`src/rtl/core/fete_pkg.sv`:
```
// Shared types and constants for the fractal escape-time engine.
// No dependencies; imported by every module of the block.
package fete_pkg;

  localparam int LIMIT_WIDTH    = 16;
  localparam int MODE_WIDTH     = 2;
  localparam int CFG_ADDR_WIDTH = 1;
  localparam int CFG_DATA_WIDTH = 16;

  localparam logic [CFG_ADDR_WIDTH-1:0] REG_ITER_LIMIT   = 1'd0;
  localparam logic [CFG_ADDR_WIDTH-1:0] REG_FRACTAL_MODE = 1'd1;

  localparam logic [LIMIT_WIDTH-1:0] LIMIT_RESET = 16'd256;
  localparam logic [MODE_WIDTH-1:0]  MODE_QUAD_UP = 2'd0;
  localparam logic [MODE_WIDTH-1:0]  MODE_SHIP    = 2'd1;
  localparam logic [MODE_WIDTH-1:0]  MODE_DOWN    = 2'd2;

  // Operand pair for the shared multiplier
  typedef enum logic [1:0] {
    PAIR_XX,
    PAIR_YY,
    PAIR_XY
  } fete_pair_t;

  typedef struct packed {
    logic       load;
    logic       mag;
    logic       mul_en;
    fete_pair_t mul_pair;
    logic       mul_hi;
    logic       acc_en;
    fete_pair_t acc_pair;
    logic       acc_hi;
    logic       test;
    logic       update;
    logic       res_load;
  } fete_cmd_t;

  typedef struct packed {
    logic at_limit;
    logic escape;
  } fete_sts_t;

endpackage

```
`src/rtl/core/fete_ctrl.sv`:
```
// Sequencer for the escape-time engine: handshakes and datapath commands.
// Depends on fete_pkg.
module fete_ctrl (
  input  logic                clk,
  input  logic                rst_n,
  input  logic                in_valid,
  output logic                in_stall,
  output logic                out_valid,
  input  logic                out_stall,
  input  fete_pkg::fete_sts_t sts,
  output fete_pkg::fete_cmd_t cmd
);
  import fete_pkg::*;

  typedef enum logic [2:0] {
    S_IDLE,
    S_MAG,
    S_MUL,
    S_TEST,
    S_UPDATE,
    S_FINISH
  } state_t;

  localparam logic [2:0] STEP_LAST = 3'd6;

  state_t     state_r, state_nxt;
  logic [2:0] step_r, step_nxt;
  logic [2:0] acc_step;
  logic       out_valid_r, out_valid_nxt;

  assign in_stall  = (state_r != S_IDLE);
  assign out_valid = out_valid_r;
  assign acc_step  = step_r - 3'd1;

  always_comb begin
    state_nxt     = state_r;
    step_nxt      = step_r;
    cmd           = '0;
    out_valid_nxt = out_valid_r & out_stall;
    case (state_r)
      S_IDLE: begin
        if (in_valid) begin
          cmd.load  = 1'b1;
          state_nxt = S_MAG;
        end
      end
      S_MAG: begin
        cmd.mag  = 1'b1;
        step_nxt = '0;
        if (sts.at_limit) begin
          state_nxt = S_FINISH;
        end else begin
          state_nxt = S_MUL;
        end
      end
      S_MUL: begin
        // issue one half product per step, accumulate the previous one
        if (step_r != STEP_LAST) begin
          cmd.mul_en   = 1'b1;
          cmd.mul_pair = fete_pair_t'(step_r[2:1]);
          cmd.mul_hi   = step_r[0];
        end
        if (step_r != 3'd0) begin
          cmd.acc_en   = 1'b1;
          cmd.acc_pair = fete_pair_t'(acc_step[2:1]);
          cmd.acc_hi   = acc_step[0];
        end
        if (step_r == STEP_LAST) begin
          state_nxt = S_TEST;
        end else begin
          step_nxt = step_r + 3'd1;
        end
      end
      S_TEST: begin
        cmd.test  = 1'b1;
        state_nxt = S_UPDATE;
      end
      S_UPDATE: begin
        if (sts.escape) begin
          state_nxt = S_FINISH;
        end else begin
          cmd.update = 1'b1;
          state_nxt  = S_MAG;
        end
      end
      S_FINISH: begin
        if (!out_valid_r || !out_stall) begin
          cmd.res_load  = 1'b1;
          out_valid_nxt = 1'b1;
          state_nxt     = S_IDLE;
        end
      end
      default: begin
        state_nxt = S_IDLE;
      end
    endcase
  end

  always_ff @(posedge clk) begin
    if (!rst_n) begin
      state_r     <= S_IDLE;
      step_r      <= '0;
      out_valid_r <= 1'b0;
    end else begin
      state_r     <= state_nxt;
      step_r      <= step_nxt;
      out_valid_r <= out_valid_nxt;
    end
  end

endmodule

```
`src/rtl/core/fete_dpath.sv`:
```
// Fixed-point datapath: shared half-width multiplier, escape test, z update.
// Depends on fete_pkg; driven by fete_ctrl commands.
module fete_dpath #(
  parameter int COORD_WIDTH = 32,
  parameter int FRAC_BITS   = 28,
  parameter int COUNT_WIDTH = 16
) (
  input  logic                                 clk,
  input  fete_pkg::fete_cmd_t                  cmd,
  output fete_pkg::fete_sts_t                  sts,
  input  logic signed [COORD_WIDTH-1:0]        point_real,
  input  logic signed [COORD_WIDTH-1:0]        point_imag,
  input  logic [fete_pkg::LIMIT_WIDTH-1:0]     iteration_limit,
  input  logic [fete_pkg::MODE_WIDTH-1:0]      fractal_mode,
  output logic [COUNT_WIDTH-1:0]               escape_count
);
  import fete_pkg::*;

  localparam int ZW   = COORD_WIDTH + 4;
  localparam int HW   = (ZW + 1) / 2;
  localparam int MW   = ZW + HW;
  localparam int PW   = 2 * ZW;
  localparam int SW   = PW + 2;
  localparam int CMPW = (COUNT_WIDTH > LIMIT_WIDTH) ? COUNT_WIDTH : LIMIT_WIDTH;
  localparam logic [PW:0] FOUR = (PW + 1)'(1) << (2 * FRAC_BITS + 2);

  function automatic logic signed [ZW-1:0] sat_z(input logic signed [SW-1:0] v);
    logic [SW-ZW:0] top;
    top = v[SW-1:ZW-1];
    if ((top == '0) || (top == '1)) begin
      sat_z = v[ZW-1:0];
    end else if (v[SW-1]) begin
      sat_z = {1'b1, {(ZW-1){1'b0}}};
    end else begin
      sat_z = {1'b0, {(ZW-1){1'b1}}};
    end
  endfunction

  logic signed [COORD_WIDTH-1:0] cx_r, cy_r;
  logic signed [ZW-1:0]          zx_r, zy_r;
  logic [ZW-1:0]                 zx_mag_r, zy_mag_r;
  logic                          zx_neg_r, zy_neg_r;
  logic [MW-1:0]                 mul_r, lo_r;
  logic [PW-1:0]                 xx_r, yy_r, xy_r;
  logic signed [PW:0]            re_r, im_r;
  logic                          esc_r;
  logic [COUNT_WIDTH-1:0]        done_r, lim_r, count_r;

  logic [ZW-1:0]          op_a, op_b;
  logic [HW-1:0]          op_part;
  logic [MW-1:0]          mul_prod;
  logic [PW-1:0]          prod_full;
  logic [PW:0]            mag_sum;
  logic signed [PW:0]     xy_s;
  logic                   xy_negate;
  logic signed [PW:0]     re_sh, im_sh;
  logic signed [SW-1:0]   zx_sum, zy_sum;
  logic [CMPW-1:0]        lim_ext, cmax_ext;
  logic [COUNT_WIDTH-1:0] lim_clip;

  always_comb begin
    case (cmd.mul_pair)
      PAIR_XX: begin
        op_a = zx_mag_r;
        op_b = zx_mag_r;
      end
      PAIR_YY: begin
        op_a = zy_mag_r;
        op_b = zy_mag_r;
      end
      PAIR_XY: begin
        op_a = zx_mag_r;
        op_b = zy_mag_r;
      end
      default: begin
        op_a = zx_mag_r;
        op_b = zy_mag_r;
      end
    endcase
  end

  assign op_part   = cmd.mul_hi ? HW'(op_b[ZW-1:HW]) : op_b[HW-1:0];
  assign mul_prod  = op_a * op_part;
  assign prod_full = PW'(lo_r) + (PW'(mul_r) << HW);

  assign mag_sum   = {1'b0, xx_r} + {1'b0, yy_r};
  assign xy_s      = $signed({1'b0, xy_r});
  assign xy_negate = (zx_neg_r ^ zy_neg_r) && (fractal_mode != MODE_SHIP);

  assign re_sh  = re_r >>> FRAC_BITS;
  assign im_sh  = im_r >>> (FRAC_BITS - 1);
  assign zx_sum = SW'(re_sh) + SW'(cx_r);
  assign zy_sum = SW'(im_sh) + SW'(cy_r);

  assign lim_ext  = CMPW'(iteration_limit);
  assign cmax_ext = CMPW'({COUNT_WIDTH{1'b1}});
  assign lim_clip = (lim_ext < cmax_ext) ? lim_ext[COUNT_WIDTH-1:0] : {COUNT_WIDTH{1'b1}};

  assign sts.at_limit = (done_r == lim_r);
  assign sts.escape   = esc_r;
  assign escape_count = count_r;

  always_ff @(posedge clk) begin
    if (cmd.load) begin
      cx_r   <= point_real;
      cy_r   <= point_imag;
      zx_r   <= '0;
      zy_r   <= '0;
      done_r <= '0;
      lim_r  <= lim_clip;
    end
    if (cmd.mag) begin
      zx_mag_r <= zx_r[ZW-1] ? (~zx_r + 1'b1) : zx_r;
      zy_mag_r <= zy_r[ZW-1] ? (~zy_r + 1'b1) : zy_r;
      zx_neg_r <= zx_r[ZW-1];
      zy_neg_r <= zy_r[ZW-1];
    end
    if (cmd.mul_en) begin
      mul_r <= mul_prod;
    end
    if (cmd.acc_en) begin
      if (!cmd.acc_hi) begin
        lo_r <= mul_r;
      end else begin
        case (cmd.acc_pair)
          PAIR_XX: xx_r <= prod_full;
          PAIR_YY: yy_r <= prod_full;
          PAIR_XY: xy_r <= prod_full;
          default: xy_r <= prod_full;
        endcase
      end
    end
    if (cmd.test) begin
      esc_r <= (mag_sum >= FOUR);
      re_r  <= $signed({1'b0, xx_r}) - $signed({1'b0, yy_r});
      im_r  <= xy_negate ? -xy_s : xy_s;
    end
    if (cmd.update) begin
      zx_r   <= sat_z(zx_sum);
      zy_r   <= sat_z(zy_sum);
      done_r <= done_r + 1'b1;
    end
    if (cmd.res_load) begin
      count_r <= (fractal_mode == MODE_DOWN) ? (lim_r - done_r) : done_r;
    end
  end

endmodule

```
`src/rtl/core/fractal_escape_time_engine_unit.sv`:
```
// Top level of the fractal escape-time engine: configuration registers,
// sequencer and datapath. Depends on fete_pkg, fete_ctrl and fete_dpath.
//
//  channel  | direction | handshake          | payload
//  ---------+-----------+--------------------+-----------------------------------
//  in_      | request   | in_valid/in_stall  | in_point_real, in_point_imag
//  out_     | result    | out_valid/out_stall| out_escape_count
//  cfg_     | write     | cfg_valid/cfg_ready| cfg_index, cfg_data
//
// Each iteration runs a magnitude step, seven steps on the shared
// ZW x ZW/2 multiplier (three squares/cross products in two halves each),
// an escape test and a z update. A point that runs to the limit ends at
// the magnitude step that finds the limit reached; one that escapes ends
// after its escape test, with no z update for that iteration.
// Reset (rst_n low, synchronous) returns the limit to 256 and mode to 0 and
// empties the result register. A new request is taken while the previous
// result still waits on a stalled output; the finishing step then holds
// until that result leaves.
module fractal_escape_time_engine_unit #(
  parameter int COORD_WIDTH = 32,
  parameter int FRAC_BITS   = 28,
  parameter int COUNT_WIDTH = 16
) (
  input  logic                                   clk,
  input  logic                                   rst_n,
  input  logic                                   in_valid,
  output logic                                   in_stall,
  input  logic signed [COORD_WIDTH-1:0]          in_point_real,
  input  logic signed [COORD_WIDTH-1:0]          in_point_imag,
  output logic                                   out_valid,
  input  logic                                   out_stall,
  output logic [COUNT_WIDTH-1:0]                 out_escape_count,
  input  logic                                   cfg_valid,
  output logic                                   cfg_ready,
  input  logic [fete_pkg::CFG_ADDR_WIDTH-1:0]    cfg_index,
  input  logic [fete_pkg::CFG_DATA_WIDTH-1:0]    cfg_data
);
  import fete_pkg::*;

  logic [LIMIT_WIDTH-1:0] limit_r, limit_nxt;
  logic [MODE_WIDTH-1:0]  mode_r, mode_nxt;
  fete_cmd_t              cmd;
  fete_sts_t              sts;

  // Always taken, unchecked: the user must write only while the engine is idle.
  assign cfg_ready = 1'b1;

  always_comb begin
    limit_nxt = limit_r;
    mode_nxt  = mode_r;
    if (cfg_valid) begin
      case (cfg_index)
        REG_ITER_LIMIT:   limit_nxt = cfg_data;
        REG_FRACTAL_MODE: mode_nxt  = cfg_data[MODE_WIDTH-1:0];
        default:          limit_nxt = limit_r;
      endcase
    end
  end

  always_ff @(posedge clk) begin
    if (!rst_n) begin
      limit_r <= LIMIT_RESET;
      mode_r  <= MODE_QUAD_UP;
    end else begin
      limit_r <= limit_nxt;
      mode_r  <= mode_nxt;
    end
  end

  // Sequencer: owns the handshakes and walks the iteration schedule.
  fete_ctrl u_ctrl (
    .clk       (clk),
    .rst_n     (rst_n),
    .in_valid  (in_valid),
    .in_stall  (in_stall),
    .out_valid (out_valid),
    .out_stall (out_stall),
    .sts       (sts),
    .cmd       (cmd)
  );

  // Datapath: holds c, z, the products, the counter and the result register.
  fete_dpath #(
    .COORD_WIDTH (COORD_WIDTH),
    .FRAC_BITS   (FRAC_BITS),
    .COUNT_WIDTH (COUNT_WIDTH)
  ) u_dpath (
    .clk             (clk),
    .cmd             (cmd),
    .sts             (sts),
    .point_real      (in_point_real),
    .point_imag      (in_point_imag),
    .iteration_limit (limit_r),
    .fractal_mode    (mode_r),
    .escape_count    (out_escape_count)
  );

endmodule

```
`config.mk`:
```
export PLATFORM = sky130hd
export DESIGN_NAME = fractal_escape_time_engine_unit
export DESIGN_NICKNAME = d
export VERILOG_FILES = /design/src/rtl/core/fete_pkg.sv /design/src/rtl/core/fete_ctrl.sv /design/src/rtl/core/fete_dpath.sv /design/src/rtl/core/fractal_escape_time_engine_unit.sv
export SDC_FILE = /design/constraint.sdc
export NUM_CORES = 2
export LEC_CHECK = 0
export CAP_MARGIN = 0
export CORE_AREA = 5 5 357 359
export CTS_CLUSTER_SIZE = 30
export DETAILED_ROUTE_END_ITERATION = 10
export DIE_AREA = 0 0 362 364
export DONT_BUFFER_PORTS = 1
export PLACE_DENSITY = 0.7
export SLEW_MARGIN = 10
export SYNTH_ARGS = -nofsm -noshare
export SYNTH_HDL_FRONTEND = slang
export SYNTH_SLANG_ARGS = --single-unit
```
`constraint.sdc`:
```
create_clock -name clk -period 26.3 [get_ports clk]
set_clock_uncertainty 0.15 [all_clocks]
set_input_delay 3.945 -clock clk [delete_from_list [all_inputs] [get_ports clk]]
set_output_delay 3.945 -clock clk [all_outputs]
set_load 0.02 [all_outputs]
```
==> results.sh <==
export IMPL_path_common_cell="fa_1"
export IMPL_io_pins=105
export IMPL_cts_made_buffers=73
export IMPL_post_cts_resized=0
export IMPL_route_detailed_wl_per_inst_um=23.3
export IMPL_fin_nets=7185
export IMPL_drt_wl_total_um=183000
export IMPL_overflow=0
export IMPL_worst_setup_path_end_kind="flip-flop"
export IMPL_crit_arrival_ps=11060
export IMPL_tns_ps=0
export IMPL_cap_viol_max_count=0
export IMPL_ys_flop_type="edfxtp_1"
export IMPL_criticalPathCategory="flip-flop to flip-flop"
export IMPL_hold_buffers=0
export IMPL_clockBufferDepth=3
export IMPL_required_ps=26560
export IMPL_area_delta_synth_final_pct=6.78
export IMPL_die_h_um=364
export IMPL_ant_nets=0
export IMPL_post_cts_buffers=0
export IMPL_ys_types=92
export IMPL_n_fill_cell=10800
export IMPL_synth_compound_area_share=0.127
export IMPL_die_x_um=362
export IMPL_first_global_vias=45600
export IMPL_crit_slowest_cell="mux2i_2"
export IMPL_hold_viol=0
export IMPL_rows=129
export IMPL_h_tree_depth=3
export IMPL_synth_seq_cells=699
export IMPL_syn_nets=7291
export IMPL_period_share=0.410
export IMPL_timing_fmax_ghz=0.0926
export IMPL_cp_max_fo=36
export IMPL_synth_top_family_by_area="adder cells"
export IMPL_crit_path_start_kind="flip-flop"
export IMPL_die_area_mm2=0.132
export IMPL_worst_path_largest_cell_delay_ps=1150
export IMPL_num_vias=46200
export IMPL_postPlaceCellArea_mm2=0.0631
export IMPL_synth_area_leader_cell="edfxtp_1"
export IMPL_hold_class="flip-flop to flip-flop"
export IMPL_dp_hpwl_um=145000
export IMPL_outcome="complete, no violations"
export IMPL_fin_area_mm2=0.0657
export IMPL_firstDrtPassIters=7
export IMPL_layout_drive_gt1_share=0.0475
export IMPL_tightestPinTransition_ps=1230
export IMPL_max_slew_margin=0.183
export IMPL_cts_root_buf="clkbuf_16"
export IMPL_rsz0062_at_grt="no"
export IMPL_first_iter_violations=4866
export IMPL_synth_simple_area_share=0.131
export IMPL_setup_viol=0
export IMPL_ys_warn_count=0
export IMPL_antenna_found_initial=5
export IMPL_synth_xor_area_frac=0.0500
export IMPL_clock_sinks=699
export IMPL_synth_top_area_frac=0.329
export IMPL_crit_family="adder cells"
export IMPL_initial_core_util=0.498
export IMPL_core_area_mm2=0.123
export IMPL_drc=0
export IMPL_synthMuxAreaShare=0.0225
export IMPL_path_buf_inv=5
export IMPL_synth_seq_area_share=0.337
export IMPL_drv_slew=0
export IMPL_grt_pass1_wl_um=277000
export IMPL_track_usage=0.274
export IMPL_viasPerCell=5.91
export IMPL_finalCriticalPeriod_ps=10800
export IMPL_port_buffers=0
export IMPL_grt_max_degree=78
export IMPL_clk_pin_slew_ps=60
export IMPL_insertion_delay_ps=680
export IMPL_syn_inst=6234
export IMPL_ys_async_sr_fraction=0
export IMPL_synth_adder_area_share=0.264
export IMPL_cts_tree="yes"
export IMPL_syn_cell_area_mm2=0.0615
export IMPL_syn_avg_cell_area_um2=9.87
export IMPL_gp_congestion=0.968
export IMPL_synth_area_leaders="edfxtp_1 (33%), fa_1 (18%), ha_1 (8.6%)"
export IMPL_synth_edff_count=674
-- cells in the mapped netlist, drive strengths merged (51+ instances only) --
master / count
o21a: 54
a21o: 146
xor2: 98
and2: 54
nand4: 56
nand2: 707
nand3: 75
nor2: 492
mux2i: 81
fa: 549
a21oi: 382
o21ai: 262
edfxtp: 674
clkbuf: 176
ha: 422
xnor2: 253
o21bai: 59
nor2b: 57
mux2: 51
nor3: 75
inv: 865
nor4: 64
nand2b: 65
-- cells in the final DEF, fill, tap and decap left out, types with 31 or more instances in the layout --
cell type	synthesis	layout
nor3_1	75	73
a211oi_1	34	34
nand4_1	56	56
o31ai_1	49	49
o211ai_1	31	31
clkbuf_16	0	74
xnor2_1	253	253
and3_1	34	34
nor2b_1	57	55
inv_1	865	865
fa_1	549	549
o21bai_1	58	58
buf_4	7	41
o21a_1	54	54
nor4_1	62	62
ha_1	422	422
a21oi_1	379	372
xor2_1	98	98
mux2i_1	81	75
and2_1	54	53
nor2_1	491	489
a21o_1	146	146
or3_1	32	32
o21ai_0	216	214
nand2b_1	65	65
a21boi_0	31	31
mux2_2	45	45
nand3_1	75	75
edfxtp_1	674	674
nand2_1	706	705
-- flip-flops by register name, indices dropped and copies added, names as in the netlist, 16 cells and up --
signal	count
u_dpath.done_r	16
u_dpath.xy_r	72
u_dpath.zy_r	36
u_dpath.escape_count	16
u_dpath.zy_mag_r	36
u_dpath.lim_r	16
u_dpath.lo_r	54
u_dpath.im_r	46
u_dpath.re_r	45
u_dpath.zx_mag_r	36
u_dpath.cx_r	32
u_dpath.yy_r	72
u_dpath.zx_r	36
u_dpath.mul_r	54
u_dpath.cy_r	32
limit_r	16
u_dpath.xx_r	72
-- layer usage --
layer	vias up	global-route usage	routed length, µm
met4	2	0.102	7810
met2	2017	0.422	81000
met5	-	0	13
met3	355	0.0509	15700
met1	22900	0.389	78000
li1	20900	-	-
-- kinds of logic (layout without fill, tap and decap cells) --
| family | after synthesis | count (layout) |
|---|---|---|
| AND/OR/NAND/NOR | 1776 | 1776 |
| AO/OA/AOI/OAI | 1216 | 1216 |
| flip-flops | 699 | 699 |
| buffers and inverters | 1088 | 1039 |
| other | 1 | 4 |
| adder cells (fa/ha/maj) | 971 | 971 |
| multiplexers | 132 | 132 |
| XOR/XNOR | 351 | 351 |
-- worst reg2reg max path: cells and delay by family (launching register included) --
kind,cells,cell delay [ps]
AO/OA/AOI/OAI,6,2070
adder cells (fa/ha/maj),8,3790
flip-flops,1,590
buffers and inverters,5,750
multiplexers,2,1300
AND/OR/NAND/NOR,8,1900
-- area by class of cell --
| class | instances | area, µm² | share of cell area |
|---|---|---|---|
| multi-input combinational | 4447 | 36800 | 0.560 |
| sequential | 699 | 20700 | 0.316 |
| inverter | 866 | 3250 | 0.0495 |
| tap | 1637 | 2050 | 0.0312 |
| clock buffer | 84 | 1930 | 0.0294 |
| clock inverter | 48 | 641 | 0.00975 |
| timing repair buffer | 41 | 308 | 0.00469 |
| antenna | 3 | 7.51 | 0.000114 |
-- path summary, 6_finish.rpt --
check,from,depth (start not counted),to,slack (ps)
min reg2reg,limit_r[12]$_SDFFE_PN0P_,0,u_dpath.lim_r[12]$_SDFFCE_PP1P_,280
max,u_ctrl.step_r[0]$_SDFFE_PN0P_,29,u_dpath.mul_r[53]$_DFFE_PP_,15500
min,limit_r[12]$_SDFFE_PN0P_,0,u_dpath.lim_r[12]$_SDFFCE_PP1P_,280
max reg2reg,u_ctrl.step_r[0]$_SDFFE_PN0P_,29,u_dpath.mul_r[53]$_DFFE_PP_,15500
-- stage by stage --
stage | setup slack [ps] | util | hold slack (ps) | instances
2_1_floorplan | 15340 | - | 281 | 6234
3_3_place_gp | 15960 | 0.511 | 261 | 7690
3_5_place_dp | 15750 | 0.511 | 267 | 7690
4_1_cts | 15680 | 0.532 | 282 | 7822
5_1_grt | 15070 | 0.532 | 288 | 7822
6_report | 15500 | 0.532 | 283 | 7825
Power is left out: the tool's default activity adds up to more than one toggle a clock period on the data nets, which glitch-free logic cannot reach.
